<file path="src/rtl/char_lcd_nibble_write_sequencer_unit_defines.svh">
// assertion helpers, clocked on clock and disabled in reset
`ifndef CHAR_LCD_NIBBLE_WRITE_SEQUENCER_UNIT_DEFINES_SVH
`define CHAR_LCD_NIBBLE_WRITE_SEQUENCER_UNIT_DEFINES_SVH

// same-cycle implication
`define LCDNWS_ASSERT_IMPL(label, cond, expr) \
   label: assert property (@(posedge clock) disable iff (reset) (cond) |-> (expr)) \
      else $error("lcd sequencer check failed");

// next-cycle implication
`define LCDNWS_ASSERT_NEXT(label, cond, expr) \
   label: assert property (@(posedge clock) disable iff (reset) (cond) |=> (expr)) \
      else $error("lcd sequencer check failed");

`endif

</file>
<file path="src/rtl/lcdnws_pkg.sv">
package lcdnws_pkg;

   typedef enum logic [1:0] {
      REQ_CMD   = 2'd0,
      REQ_DATA  = 2'd1,
      REQ_CLEAR = 2'd2,
      REQ_INIT  = 2'd3
   } req_code_type;

   typedef enum logic [1:0] {
      CSR_ENABLE   = 2'd0,
      CSR_SETTLE   = 2'd1,
      CSR_CLEAR    = 2'd2,
      CSR_POWER_UP = 2'd3
   } csr_index_type;

   typedef enum logic {
      JOB_BYTE = 1'b0,
      JOB_INIT = 1'b1
   } job_kind_type;

   typedef enum logic {
      BK_IDLE = 1'b0,
      BK_RUN  = 1'b1
   } back_state_type;

   localparam logic [7:0] CMD_WAKE       = 8'h30;
   localparam logic [7:0] CMD_FOUR_BIT   = 8'h20;
   localparam logic [7:0] CMD_FUNC_SET   = 8'h28;
   localparam logic [7:0] CMD_DISPLAY_ON = 8'h0C;
   localparam logic [7:0] CMD_CLEAR      = 8'h01;
   localparam logic [7:0] CMD_ENTRY_MODE = 8'h06;
   localparam logic [7:0] HI_MASK        = 8'hF0;

   localparam int unsigned HOLD_W  = 20;
   localparam int unsigned STEP_W  = 5;
   localparam logic [STEP_W-1:0] BYTE_LAST_STEP  = 5'd3;
   localparam logic [STEP_W-1:0] PULSE_LAST_STEP = 5'd8;
   localparam logic [STEP_W-1:0] INIT_LAST_STEP  = 5'd24;

   typedef struct packed {
      logic [1:0] req_type;
      logic [7:0] data_byte;
   } req_item_type;

   typedef struct packed {
      logic [3:0]        bus_nibble;
      logic              reg_select;
      logic              enable_level;
      logic [HOLD_W-1:0] hold_ticks;
      logic              last_state;
   } rsp_item_type;

   typedef struct packed {
      logic [7:0]  enable_ticks;
      logic [15:0] settle_ticks;
      logic [15:0] clear_ticks;
      logic [19:0] power_up_ticks;
   } cfg_type;

   typedef struct packed {
      job_kind_type kind;
      logic [7:0]   byte_val;
      logic         rs;
      logic         clear_wait;
   } job_type;

   // command bytes sent after the wake-up pulses
   function automatic logic [7:0] init_byte(input logic [1:0] idx);
      logic [7:0] b;
      case (idx)
         2'd0:    b = CMD_FUNC_SET;
         2'd1:    b = CMD_DISPLAY_ON;
         2'd2:    b = CMD_CLEAR;
         default: b = CMD_ENTRY_MODE;
      endcase
      return b;
   endfunction

endpackage

</file>
<file path="src/rtl/char_lcd_nibble_write_sequencer_unit.sv">
// first pin state of a request taken into an empty unit: queue entry, back-end job register, then output register
// throughput: one pin state per cycle while rsp_stall is low; 4 for a byte or clear, 25 for init, idle between jobs
// the back-end step counter sets the rate; the queue lets requests pile up meanwhile
// reset: synchronous, active high; empties the queue and output, reloads register defaults
module char_lcd_nibble_write_sequencer_unit
   import lcdnws_pkg::*;
#(
   parameter int unsigned QUEUE_DEPTH = 2
)
(
   input  logic          clock,
   input  logic          reset,
   // request channel
   input  logic          req_valid,
   output logic          req_stall,
   input  req_item_type  req_item,
   // pin state channel
   output logic          rsp_valid,
   input  logic          rsp_stall,
   output rsp_item_type  rsp_item,
   // register writes
   input  logic          csr_write_enable,
   input  logic [1:0]    csr_index,
   input  logic [19:0]   csr_write_data
);

   // timing registers with their power-on values
   cfg_type cfg_ff, cfg_in;

   logic    queue_full;
   logic    queue_empty;
   logic    push;
   logic    pop;
   job_type push_job;
   job_type pop_job;

   always_comb begin
      cfg_in = cfg_ff;
      if (csr_write_enable) begin
         case (csr_index_type'(csr_index))
            CSR_ENABLE:   cfg_in.enable_ticks   = csr_write_data[7:0];
            CSR_SETTLE:   cfg_in.settle_ticks   = csr_write_data[15:0];
            CSR_CLEAR:    cfg_in.clear_ticks    = csr_write_data[15:0];
            CSR_POWER_UP: cfg_in.power_up_ticks = csr_write_data;
            default:      cfg_in = cfg_ff;
         endcase
      end
   end

   always_ff @(posedge clock) begin
      if (reset) begin
         cfg_ff.enable_ticks   <= 8'd1;
         cfg_ff.settle_ticks   <= 16'd250;
         cfg_ff.clear_ticks    <= 16'd5000;
         cfg_ff.power_up_ticks <= 20'd200000;
      end else begin
         cfg_ff <= cfg_in;
      end
   end

   // front end: decode the request kind, push a job
   lcdnws_front u_front (
      .req_valid  (req_valid),
      .req_stall  (req_stall),
      .req_item   (req_item),
      .queue_full (queue_full),
      .push       (push),
      .push_job   (push_job)
   );

   // short job queue between the two halves
   lcdnws_queue #(
      .DEPTH (QUEUE_DEPTH)
   ) u_queue (
      .clock    (clock),
      .reset    (reset),
      .push     (push),
      .push_job (push_job),
      .pop      (pop),
      .pop_job  (pop_job),
      .full     (queue_full),
      .empty    (queue_empty)
   );

   // back end: walk the pin states of one job, registered output
   lcdnws_back u_back (
      .clock       (clock),
      .reset       (reset),
      .cfg         (cfg_ff),
      .queue_empty (queue_empty),
      .queue_job   (pop_job),
      .pop         (pop),
      .rsp_valid   (rsp_valid),
      .rsp_stall   (rsp_stall),
      .rsp_item    (rsp_item)
   );

endmodule

</file>
<file path="src/rtl/lcdnws_front.sv">
module lcdnws_front
   import lcdnws_pkg::*;
(
   input  logic         req_valid,
   output logic         req_stall,
   input  req_item_type req_item,
   input  logic         queue_full,
   output logic         push,
   output job_type      push_job
);

   assign req_stall = queue_full;
   assign push      = req_valid && !queue_full;

   // classify request into a job for the back end
   always_comb begin
      push_job.kind       = JOB_BYTE;
      push_job.byte_val   = req_item.data_byte;
      push_job.rs         = 1'b0;
      push_job.clear_wait = 1'b0;
      case (req_code_type'(req_item.req_type))
         REQ_CMD: begin
            push_job.rs = 1'b0;
         end
         REQ_DATA: begin
            push_job.rs = 1'b1;
         end
         REQ_CLEAR: begin
            push_job.byte_val   = CMD_CLEAR;
            push_job.clear_wait = 1'b1;
         end
         REQ_INIT: begin
            push_job.kind = JOB_INIT;
         end
         default: begin
            push_job.kind = JOB_BYTE;
         end
      endcase
   end

endmodule

</file>
<file path="src/rtl/lcdnws_queue.sv">
module lcdnws_queue
   import lcdnws_pkg::*;
#(
   parameter int unsigned DEPTH = 2
)
(
   input  logic    clock,
   input  logic    reset,
   input  logic    push,
   input  job_type push_job,
   input  logic    pop,
   output job_type pop_job,
   output logic    full,
   output logic    empty
);

   localparam int unsigned PTR_W = $clog2(DEPTH);
   localparam int unsigned CNT_W = $clog2(DEPTH + 1);
   localparam logic [PTR_W-1:0] PTR_LAST = PTR_W'(DEPTH - 1);
   localparam logic [CNT_W-1:0] CNT_FULL = CNT_W'(DEPTH);

   job_type          entry_ff [DEPTH];
   logic [PTR_W-1:0] wr_ptr_ff, wr_ptr_in;
   logic [PTR_W-1:0] rd_ptr_ff, rd_ptr_in;
   logic [CNT_W-1:0] count_ff, count_in;
   logic             do_push, do_pop;

   assign full    = (count_ff == CNT_FULL);
   assign empty   = (count_ff == '0);
   assign do_push = push && !full;
   assign do_pop  = pop && !empty;
   assign pop_job = entry_ff[rd_ptr_ff];

   always_comb begin
      wr_ptr_in = wr_ptr_ff;
      rd_ptr_in = rd_ptr_ff;
      count_in  = count_ff;
      if (do_push) begin
         wr_ptr_in = (wr_ptr_ff == PTR_LAST) ? '0 : wr_ptr_ff + 1'b1;
      end
      if (do_pop) begin
         rd_ptr_in = (rd_ptr_ff == PTR_LAST) ? '0 : rd_ptr_ff + 1'b1;
      end
      if (do_push && !do_pop) begin
         count_in = count_ff + 1'b1;
      end else if (do_pop && !do_push) begin
         count_in = count_ff - 1'b1;
      end
   end

   always_ff @(posedge clock) begin
      if (reset) begin
         wr_ptr_ff <= '0;
         rd_ptr_ff <= '0;
         count_ff  <= '0;
      end else begin
         wr_ptr_ff <= wr_ptr_in;
         rd_ptr_ff <= rd_ptr_in;
         count_ff  <= count_in;
      end
   end

   always_ff @(posedge clock) begin
      if (do_push) begin
         entry_ff[wr_ptr_ff] <= push_job;
      end
   end

endmodule

</file>
<file path="src/rtl/lcdnws_back.sv">
module lcdnws_back
   import lcdnws_pkg::*;
(
   input  logic         clock,
   input  logic         reset,
   input  cfg_type      cfg,
   input  logic         queue_empty,
   input  job_type      queue_job,
   output logic         pop,
   output logic         rsp_valid,
   input  logic         rsp_stall,
   output rsp_item_type rsp_item
);

   `include "char_lcd_nibble_write_sequencer_unit_defines.svh"

   back_state_type    state_ff, state_in;
   job_type           job_ff, job_in;
   logic [STEP_W-1:0] step_ff, step_in;
   logic              rsp_valid_ff, rsp_valid_in;
   rsp_item_type      rsp_item_ff, rsp_item_in;

   logic              load_out;
   rsp_item_type      pin;
   logic [STEP_W-1:0] rel;
   logic [1:0]        sub;
   logic [7:0]        cur_byte;
   logic              cur_clear;
   logic [3:0]        pulse_idx;
   logic [16:0]       clear_sum;

   assign clear_sum = {1'b0, cfg.settle_ticks} + {1'b0, cfg.clear_ticks};

   // pin state for the current job and step
   always_comb begin
      rel       = step_ff - 5'd9;
      pulse_idx = 4'(step_ff - 5'd1);
      sub       = (job_ff.kind == JOB_INIT) ? rel[1:0] : step_ff[1:0];
      cur_byte  = (job_ff.kind == JOB_INIT) ? init_byte(rel[3:2]) : job_ff.byte_val;
      cur_clear = (job_ff.kind == JOB_INIT) ? (rel[3:2] == 2'd2) : job_ff.clear_wait;

      // byte write: hi E1, hi E0, lo E1, lo E0 with tail wait
      pin.bus_nibble   = sub[1] ? cur_byte[3:0] : 4'((cur_byte & HI_MASK) >> 4);
      pin.reg_select   = (job_ff.kind == JOB_INIT) ? 1'b0 : job_ff.rs;
      pin.enable_level = !sub[0];
      case (sub)
         2'd0, 2'd2: pin.hold_ticks = HOLD_W'(cfg.enable_ticks);
         2'd1:       pin.hold_ticks = '0;
         default: begin
            pin.hold_ticks = cur_clear ? HOLD_W'(clear_sum) : HOLD_W'(cfg.settle_ticks);
         end
      endcase

      if (job_ff.kind == JOB_INIT) begin
         if (step_ff == '0) begin
            pin.bus_nibble   = '0;
            pin.enable_level = 1'b0;
            pin.hold_ticks   = cfg.power_up_ticks;
         end else if (step_ff <= PULSE_LAST_STEP) begin
            // wake pulses then the 4-bit switch pulse
            pin.bus_nibble   = (pulse_idx < 4'd6) ? 4'(CMD_WAKE >> 4) : 4'(CMD_FOUR_BIT >> 4);
            pin.enable_level = !pulse_idx[0];
            pin.hold_ticks   = pulse_idx[0] ? HOLD_W'(cfg.settle_ticks)
                                            : HOLD_W'(cfg.enable_ticks);
         end
         pin.last_state = (step_ff == INIT_LAST_STEP);
      end else begin
         pin.last_state = (step_ff == BYTE_LAST_STEP);
      end
   end

   assign load_out = (state_ff == BK_RUN) && (!rsp_valid_ff || !rsp_stall);

   always_comb begin
      state_in     = state_ff;
      job_in       = job_ff;
      step_in      = step_ff;
      pop          = 1'b0;
      rsp_item_in  = rsp_item_ff;
      rsp_valid_in = rsp_valid_ff && rsp_stall;
      case (state_ff)
         BK_IDLE: begin
            if (!queue_empty) begin
               pop      = 1'b1;
               job_in   = queue_job;
               step_in  = '0;
               state_in = BK_RUN;
            end
         end
         BK_RUN: begin
            if (load_out) begin
               rsp_item_in  = pin;
               rsp_valid_in = 1'b1;
               if (pin.last_state) begin
                  state_in = BK_IDLE;
               end else begin
                  step_in = step_ff + 1'b1;
               end
            end
         end
         default: begin
            state_in = BK_IDLE;
         end
      endcase
   end

   always_ff @(posedge clock) begin
      if (reset) begin
         state_ff     <= BK_IDLE;
         rsp_valid_ff <= 1'b0;
         step_ff      <= '0;
      end else begin
         state_ff     <= state_in;
         rsp_valid_ff <= rsp_valid_in;
         step_ff      <= step_in;
      end
   end

   always_ff @(posedge clock) begin
      job_ff      <= job_in;
      rsp_item_ff <= rsp_item_in;
   end

   assign rsp_valid = rsp_valid_ff;
   assign rsp_item  = rsp_item_ff;

   `LCDNWS_ASSERT_IMPL(a_pop_only_idle, pop, state_ff == BK_IDLE)
   `LCDNWS_ASSERT_IMPL(a_byte_step_range, state_ff == BK_RUN && job_ff.kind == JOB_BYTE,
                       step_ff <= BYTE_LAST_STEP)
   `LCDNWS_ASSERT_IMPL(a_init_step_range, state_ff == BK_RUN, step_ff <= INIT_LAST_STEP)
   `LCDNWS_ASSERT_NEXT(a_last_ends_job, load_out && pin.last_state, state_ff == BK_IDLE)

endmodule
</file>
<file path="config.mk">
export PLATFORM = sky130hd
export DESIGN_NAME = char_lcd_nibble_write_sequencer_unit
export DESIGN_NICKNAME = d
export VERILOG_FILES = /design/src/rtl/lcdnws_pkg.sv /design/src/rtl/char_lcd_nibble_write_sequencer_unit.sv /design/src/rtl/lcdnws_front.sv /design/src/rtl/lcdnws_queue.sv /design/src/rtl/lcdnws_back.sv
export VERILOG_INCLUDE_DIRS = /design/src /design/src/rtl
export SDC_FILE = /design/constraint.sdc
export NUM_CORES = 1
export LEC_CHECK = 0
export ABC_AREA = 1
export BUFFER_PORTS_ARGS = -buffer_cell sky130_fd_sc_hd__clkbuf_2
export CORE_ASPECT_RATIO = 0.75
export CORE_MARGIN = 10
export CORE_UTILIZATION = 48
export DETAILED_ROUTE_END_ITERATION = 16
export PLACE_DENSITY = 0.66
export SYNTH_ARGS = -nofsm -noshare
export SYNTH_HDL_FRONTEND = slang
export SYNTH_SLANG_ARGS = --single-unit
</file>
<file path="constraint.sdc">
create_clock -name clock -period 3.1 [get_ports clock]
set_input_delay 0.465 -clock clock [delete_from_list [all_inputs] [get_ports clock]]
set_output_delay 0.465 -clock clock [all_outputs]
set_load 0.01 [all_outputs]
</file>
==> flow_metrics.env, run 1 <==
export IMPL_run_status="finished clean"
export IMPL_portBuffers=65
export IMPL_startpoint="cfg_ff[20]"
export IMPL_gp_congestion=0.897
export IMPL_start_kind="flop"
export IMPL_timing_rr_end="u_back.rsp_item[17]"
export IMPL_reg2reg_slack_ps=750
export IMPL_wl_per_cell_um=15.1
export IMPL_n_fill_cell=1294
export IMPL_synthArstFlopShare_pct=0
export IMPL_synth_common_cells="266 x nand2_1, 107 x inv_1, 102 x nor2_1"
export IMPL_clkTransAtPathRegs_ps=70
export IMPL_finalHoldViolations=0
export IMPL_num_vias=5848
export IMPL_core_mm2=0.0139
export IMPL_synth_most_common_cell="nand2_1"
export IMPL_gr_usage_all_layers_pct=18.0
export IMPL_setup_violations=0
export IMPL_ios=66
export IMPL_nNetsFinal=1021
export IMPL_grt_max_degree=41
export IMPL_post_cts_resized=0
export IMPL_tightestPinTransition_ps=919
export IMPL_grt_pass1_vias=5501
export IMPL_synth_nets=956
export IMPL_grt_overflow_total=0
export IMPL_drv_cap=0
export IMPL_hold_ws_ps=275
export IMPL_cts_sinks=131
export IMPL_cp_required_ps=3250
export IMPL_powerDensity_mw_per_mm2=908
export IMPL_numCtsBuffers=17
export IMPL_cts_setup_buffers=0
export IMPL_pre_cts_slack_ps=790
export IMPL_hp_class="in2reg"
export IMPL_synthDistinctLibCells=42
export IMPL_drive_gt1_share_pct=15.6
export IMPL_areaGrowthSynthToFinish_pct=15.6
export IMPL_synth_top_cell_by_area="edfxtp_1"
export IMPL_finClkSkew_ps=12.0
export IMPL_ys_flop_type="dfxtp_1"
export IMPL_synth_edf_count=60
export IMPL_first_pass_iters=8
export IMPL_crit_arrival_ps=2500
export IMPL_chipWidth_um=158
export IMPL_crit_end="u_back.rsp_item[17]"
export IMPL_ys_top_cells_by_area="edfxtp_1 26%, dfxtp_1 21%, nand2_1 15%, inv_1 5.8%, nor2_1 5.6%"
export IMPL_r2r_start="cfg_ff[20]"
export IMPL_final_core_util_pct=57.3
export IMPL_netlist_area_leader_share_pct=26.2
export IMPL_period_needed_ps=2350
export IMPL_slew_viol_final=0
export IMPL_clock_path_buffers=2
export IMPL_die_area_mm2=0.0196
export IMPL_final_setup_worst_slack_ps=753
export IMPL_clock_latency_ps=420
export IMPL_min_path_cells=3
export IMPL_syn_area_per_cell_um2=7.67
export IMPL_max_freq_ghz=0.426
export IMPL_synth_seq_area_share_pct=46.8
export IMPL_fp_row_count=37
export IMPL_die_h_um=124
export IMPL_yosysWarnings=0
export IMPL_ir_drop_uv=425
export IMPL_htree_levels=4
export IMPL_routed_via_density=5.08
export IMPL_cts_tree="done"
export IMPL_critical_path_max_fanout=3
export IMPL_antenna_found_initial=0
export IMPL_tns_ps=0
export IMPL_post_route_drc_count=0
export IMPL_leakagePower_nw=3.76
export IMPL_rsz0062_at_grt="no"
export IMPL_root_buffer="clkbuf_16"
export IMPL_grt_pass1_wl_mm=28.0
export IMPL_worst_r2r_path_depth=12
export IMPL_syn_area_mm2=0.00688
export IMPL_finalCritPeriodShare_pct=75.7
export IMPL_ant_nets=0
export IMPL_wirelength_mm=17.4
export IMPL_ctsHoldBuffers=0
export IMPL_drt_initial_drc_count=497
export IMPL_synth_cells=898
export IMPL_synth_seq_cells=131
export IMPL_dp_hpwl_mm=12.6
export IMPL_diodes=0
export IMPL_critical_path_class="reg2reg"
export IMPL_initial_core_util_pct=49.6
export IMPL_worstSetupEndpointType="flop"
export IMPL_slew_headroom_pct=38.7
sequential cells by signal, summed over array words and instances, names as in the netlist:
signal	cells
cfg_ff	60
u_back.job_ff	11
u_back.rsp_item	27
u_back.rsp_valid	1
u_back.state_ff	1
u_back.step_ff	5
u_queue.count_ff	2
u_queue.entry_ff	22
u_queue.rd_ptr_ff	1
u_queue.wr_ptr_ff	1
worst min-delay path by stage:
stage	start	slack (ps)	end
global route	csr_write_data[16]	310	cfg_ff[16]
global placement	cfg_ff[16]	440	cfg_ff[16]
floorplan	cfg_ff[10]	430	cfg_ff[10]
finish	csr_write_data[16]	270	cfg_ff[16]
CTS	csr_write_data[16]	270	cfg_ff[16]
detailed placement	cfg_ff[8]	450	cfg_ff[8]
logic make-up after synthesis:
logic type      share of synthesized area (%)
simple gates                             26.7
buf+inv                                  8.92
flops                                    46.8
compound gates                           12.5
xor+xnor                                 1.13
fa+ha+maj                                3.93
worst max-delay path, cell delays in order, from the launching register on:
cell	delay, ps
dfxtp_1	310
ha_1	210
fa_1	400
nand2_1	80
nand2_1	70
nand3_1	80
nand2_1	120
nand2_1	140
nand2_1	100
a21oi_1	160
nor2_1	50
o21ai_0	250
nand2_1	80
layout make-up:
| type | count | area (um^2) | share of cell area [%] |
|---|---|---|---|
| clock inverters | 15 | 163 | 2.04 |
| inverters | 117 | 449 | 5.64 |
| multi-input cells | 620 | 3060 | 38.4 |
| well taps | 175 | 219 | 2.75 |
| clock buffers | 17 | 425 | 5.35 |
| repair buffers | 76 | 420 | 5.28 |
| flip-flops and latches | 131 | 3220 | 40.5 |
metrics by stage:
step	std cells	cell area [um^2]	total power, mW
2_1_floorplan	898	6880	4.56
3_3_place_gp	1119	7370	5.23
3_5_place_dp	1119	7370	5.25
4_1_cts	1151	7960	7.25
5_1_grt	1151	7960	7.72
6_report	1151	7960	7.22
power breakdown:
group | total [mW] | leakage [nW] | internal [mW] | switching (mW)
Combinational | 2.71 | 2.32 | 0.853 | 1.86
Clock | 2.00 | 0.290 | 1.14 | 0.854
Sequential | 2.52 | 1.15 | 2.33 | 0.183
Total | 7.22 | 3.76 | 4.33 | 2.90
cell usage in the layout, fill, tap and decap left out, types with 2 or more instances in the layout:
cell type / n
a21oi_1: 48
a21oi_2: 6
and2_1: 3
buf_4: 10
clkbuf_16: 17
clkbuf_2: 65
clkinv_4: 2
dfxtp_1: 71
edfxtp_1: 60
ha_1: 20
inv_1: 107
inv_2: 6
inv_4: 2
inv_6: 6
inv_8: 4
nand2_1: 266
nand3_1: 48
nand3_2: 5
nor2_1: 102
nor2_8: 2
nor3_1: 5
o211ai_1: 8
o21ai_0: 67
o21ai_1: 6
o21ai_2: 6
o21ai_4: 2
o21bai_1: 2
or2_2: 4
xnor2_1: 3
xor2_1: 4
metal layers:
layer	global-route usage, %	vias to the layer above	routed length [um]
li1	-	3024	-
met4	4.79	0	196
met3	3.65	19	1180
met1	25.3	2628	8570
met5	0	-	0
met2	27.8	177	7450
Note: power is estimated with default switching activity, not from simulation.
==> inputs of run 2 (changes only) <==
Clock period 3.1 ns to 2.24 ns, I/O delays scaled along.
==> flow_metrics.env, run 2 (synthesis gave the netlist of run 1 again) <==
export IMPL_worstSetupEndpointType="flop"
export IMPL_path_buf_inv=4
export IMPL_slew_viol_final=0
export IMPL_ant_nets=0
export IMPL_final_common_cell="nand2_1"
export IMPL_multiInputGateArea_mm2=0.00308
export IMPL_tightestPinTransition_ps=873
export IMPL_drive_gt1_share_pct=16.6
export IMPL_gp_congestion=0.902
export IMPL_nNetsFinal=1028
export IMPL_finalCritPeriodShare_pct=93.8
export IMPL_areaGrowthSynthToFinish_pct=16.9
export IMPL_num_vias=5837
export IMPL_post_route_drc_count=0
export IMPL_core_mm2=0.0139
export IMPL_powerDensity_mw_per_mm2=1270
export IMPL_crit_end="u_back.rsp_item[23]"
export IMPL_worst_r2r_path_depth=11
export IMPL_r2r_start="u_back.step_ff[0]"
export IMPL_root_buffer="clkbuf_16"
export IMPL_initial_core_util_pct=49.6
export IMPL_gr_usage_met3_pct=3.65
export IMPL_portBuffers=65
export IMPL_top_register="cfg_ff"
export IMPL_die_h_um=124
export IMPL_max_freq_ghz=0.476
export IMPL_met1_usage_pct=25.2
export IMPL_cp_required_ps=2460
export IMPL_dp_cells=1126
export IMPL_cts_setup_buffers=0
export IMPL_ios=66
export IMPL_grtUsageMet2_pct=27.2
export IMPL_slowest_delay_ps=340
export IMPL_hold_ws_ps=139
export IMPL_seqCellArea_mm2=0.00322
export IMPL_diodes=0
export IMPL_grt_pass1_wl_mm=28.0
export IMPL_cts_tree="done"
export IMPL_wirelength_mm=17.1
export IMPL_path_cells="inv_2 -> buf_4 -> ha_1 -> nand2_2 -> o21ai_4 -> inv_6 -> nor2_8 -> inv_4 -> o211ai_2 -> nand2_1 -> a21oi_1"
export IMPL_gr_usage_all_layers_pct=18.0
export IMPL_slew_headroom_pct=41.8
export IMPL_ctsHoldBuffers=0
export IMPL_critical_path_max_fanout=20
export IMPL_drt_initial_drc_count=388
export IMPL_first_pass_iters=5
export IMPL_ir_drop_uv=691
export IMPL_die_area_mm2=0.0196
export IMPL_setup_violations=0
export IMPL_final_cell_mix="263 x nand2_1, 107 x inv_1, 102 x nor2_1"
export IMPL_htree_levels=4
export IMPL_cp_depth=11
export IMPL_power_mw=10.2
export IMPL_grt_busiest_layer="met2"
export IMPL_clock_path_buffers=2
export IMPL_grt_max_degree=37
export IMPL_timing_rr_end="u_back.rsp_item[23]"
export IMPL_post_cts_resized=0
export IMPL_clkTransAtPathRegs_ps=70
export IMPL_cp_slowest_cell="dfxtp_1"
export IMPL_period_needed_ps=2100
export IMPL_startpoint="u_back.step_ff[0]"
export IMPL_hp_class="in2reg"
export IMPL_min_path_cells=3
export IMPL_dp_hpwl_mm=12.6
export IMPL_leakagePower_nw=3.80
export IMPL_cts_sinks=131
export IMPL_fp_row_count=37
export IMPL_n_fill_cell=1270
export IMPL_final_core_util_pct=58.0
export IMPL_drv_cap=0
export IMPL_clock_latency_ps=430
export IMPL_grt_pass1_vias=5464
export IMPL_chipWidth_um=158
export IMPL_critical_path_class="reg2reg"
export IMPL_run_status="finished clean"
export IMPL_reg2reg_slack_ps=140
export IMPL_routed_via_density=5.04
export IMPL_wl_per_cell_um=14.8
export IMPL_start_kind="flop"
export IMPL_fin_cells=1158
export IMPL_finClkSkew_ps=11.1
export IMPL_largest_reg_flops=60
export IMPL_finalHoldViolations=0
export IMPL_numCtsBuffers=17
export IMPL_grt_overflow_total=0
export IMPL_antenna_found_initial=0
export IMPL_crit_arrival_ps=2320
export IMPL_crit_family="compound AO/OA/AOI/OAI gates"
run 2: layout make-up:
| class | count | share of cell area (%) |
|---|---|---|
| multi-input combinational | 620 | 38.2 |
| sequential | 131 | 40.0 |
| clock inverter | 15 | 2.27 |
| timing repair buffer | 83 | 5.88 |
| inverter | 117 | 5.60 |
| tap | 175 | 2.72 |
| clock buffer | 17 | 5.29 |
run 2: worst min path at each step:
stage                        from                to
2_1_floorplan               reset  u_back.rsp_valid
3_3_place_gp            cfg_ff[8]         cfg_ff[8]
3_5_place_dp            cfg_ff[6]         cfg_ff[6]
4_1_cts        csr_write_data[17]        cfg_ff[17]
5_1_grt        csr_write_data[16]        cfg_ff[16]
6_report       csr_write_data[17]        cfg_ff[17]
run 2: report_power, final:
group / switching, mW / internal [mW]
sequential: 0.257 / 3.23
combinational: 2.64 / 1.29
clock: 1.23 / 1.60
run 2: routing by layer:
metal	share of wire, %	wire length, um	vias to the layer above
met5	0	0	-
met4	1.4	234	0
met3	6.0	1030	31
met2	43	7280	162
li1	-	-	3028
met1	50	8580	2616
run 2: worst register-to-register path, delay by kind of cell, from the launching register on:
family	cells	cell delay, ps
flip-flops	1	340
buffers and inverters	4	460
adder cells (fa/ha/maj)	1	180
AO/OA/AOI/OAI	3	600
AND/OR/NAND/NOR	3	330
run 2: per-stage QoR:
step                      area [um^2]  setup WS, ps  TNS, ps
final                            8050           140        0
after global routing             8050         -18.0    -18.0
after CTS                        8030           126        0
after detailed placement         7420           151        0
after global placement           7420           176        0
after floorplan                  6890          21.5        0
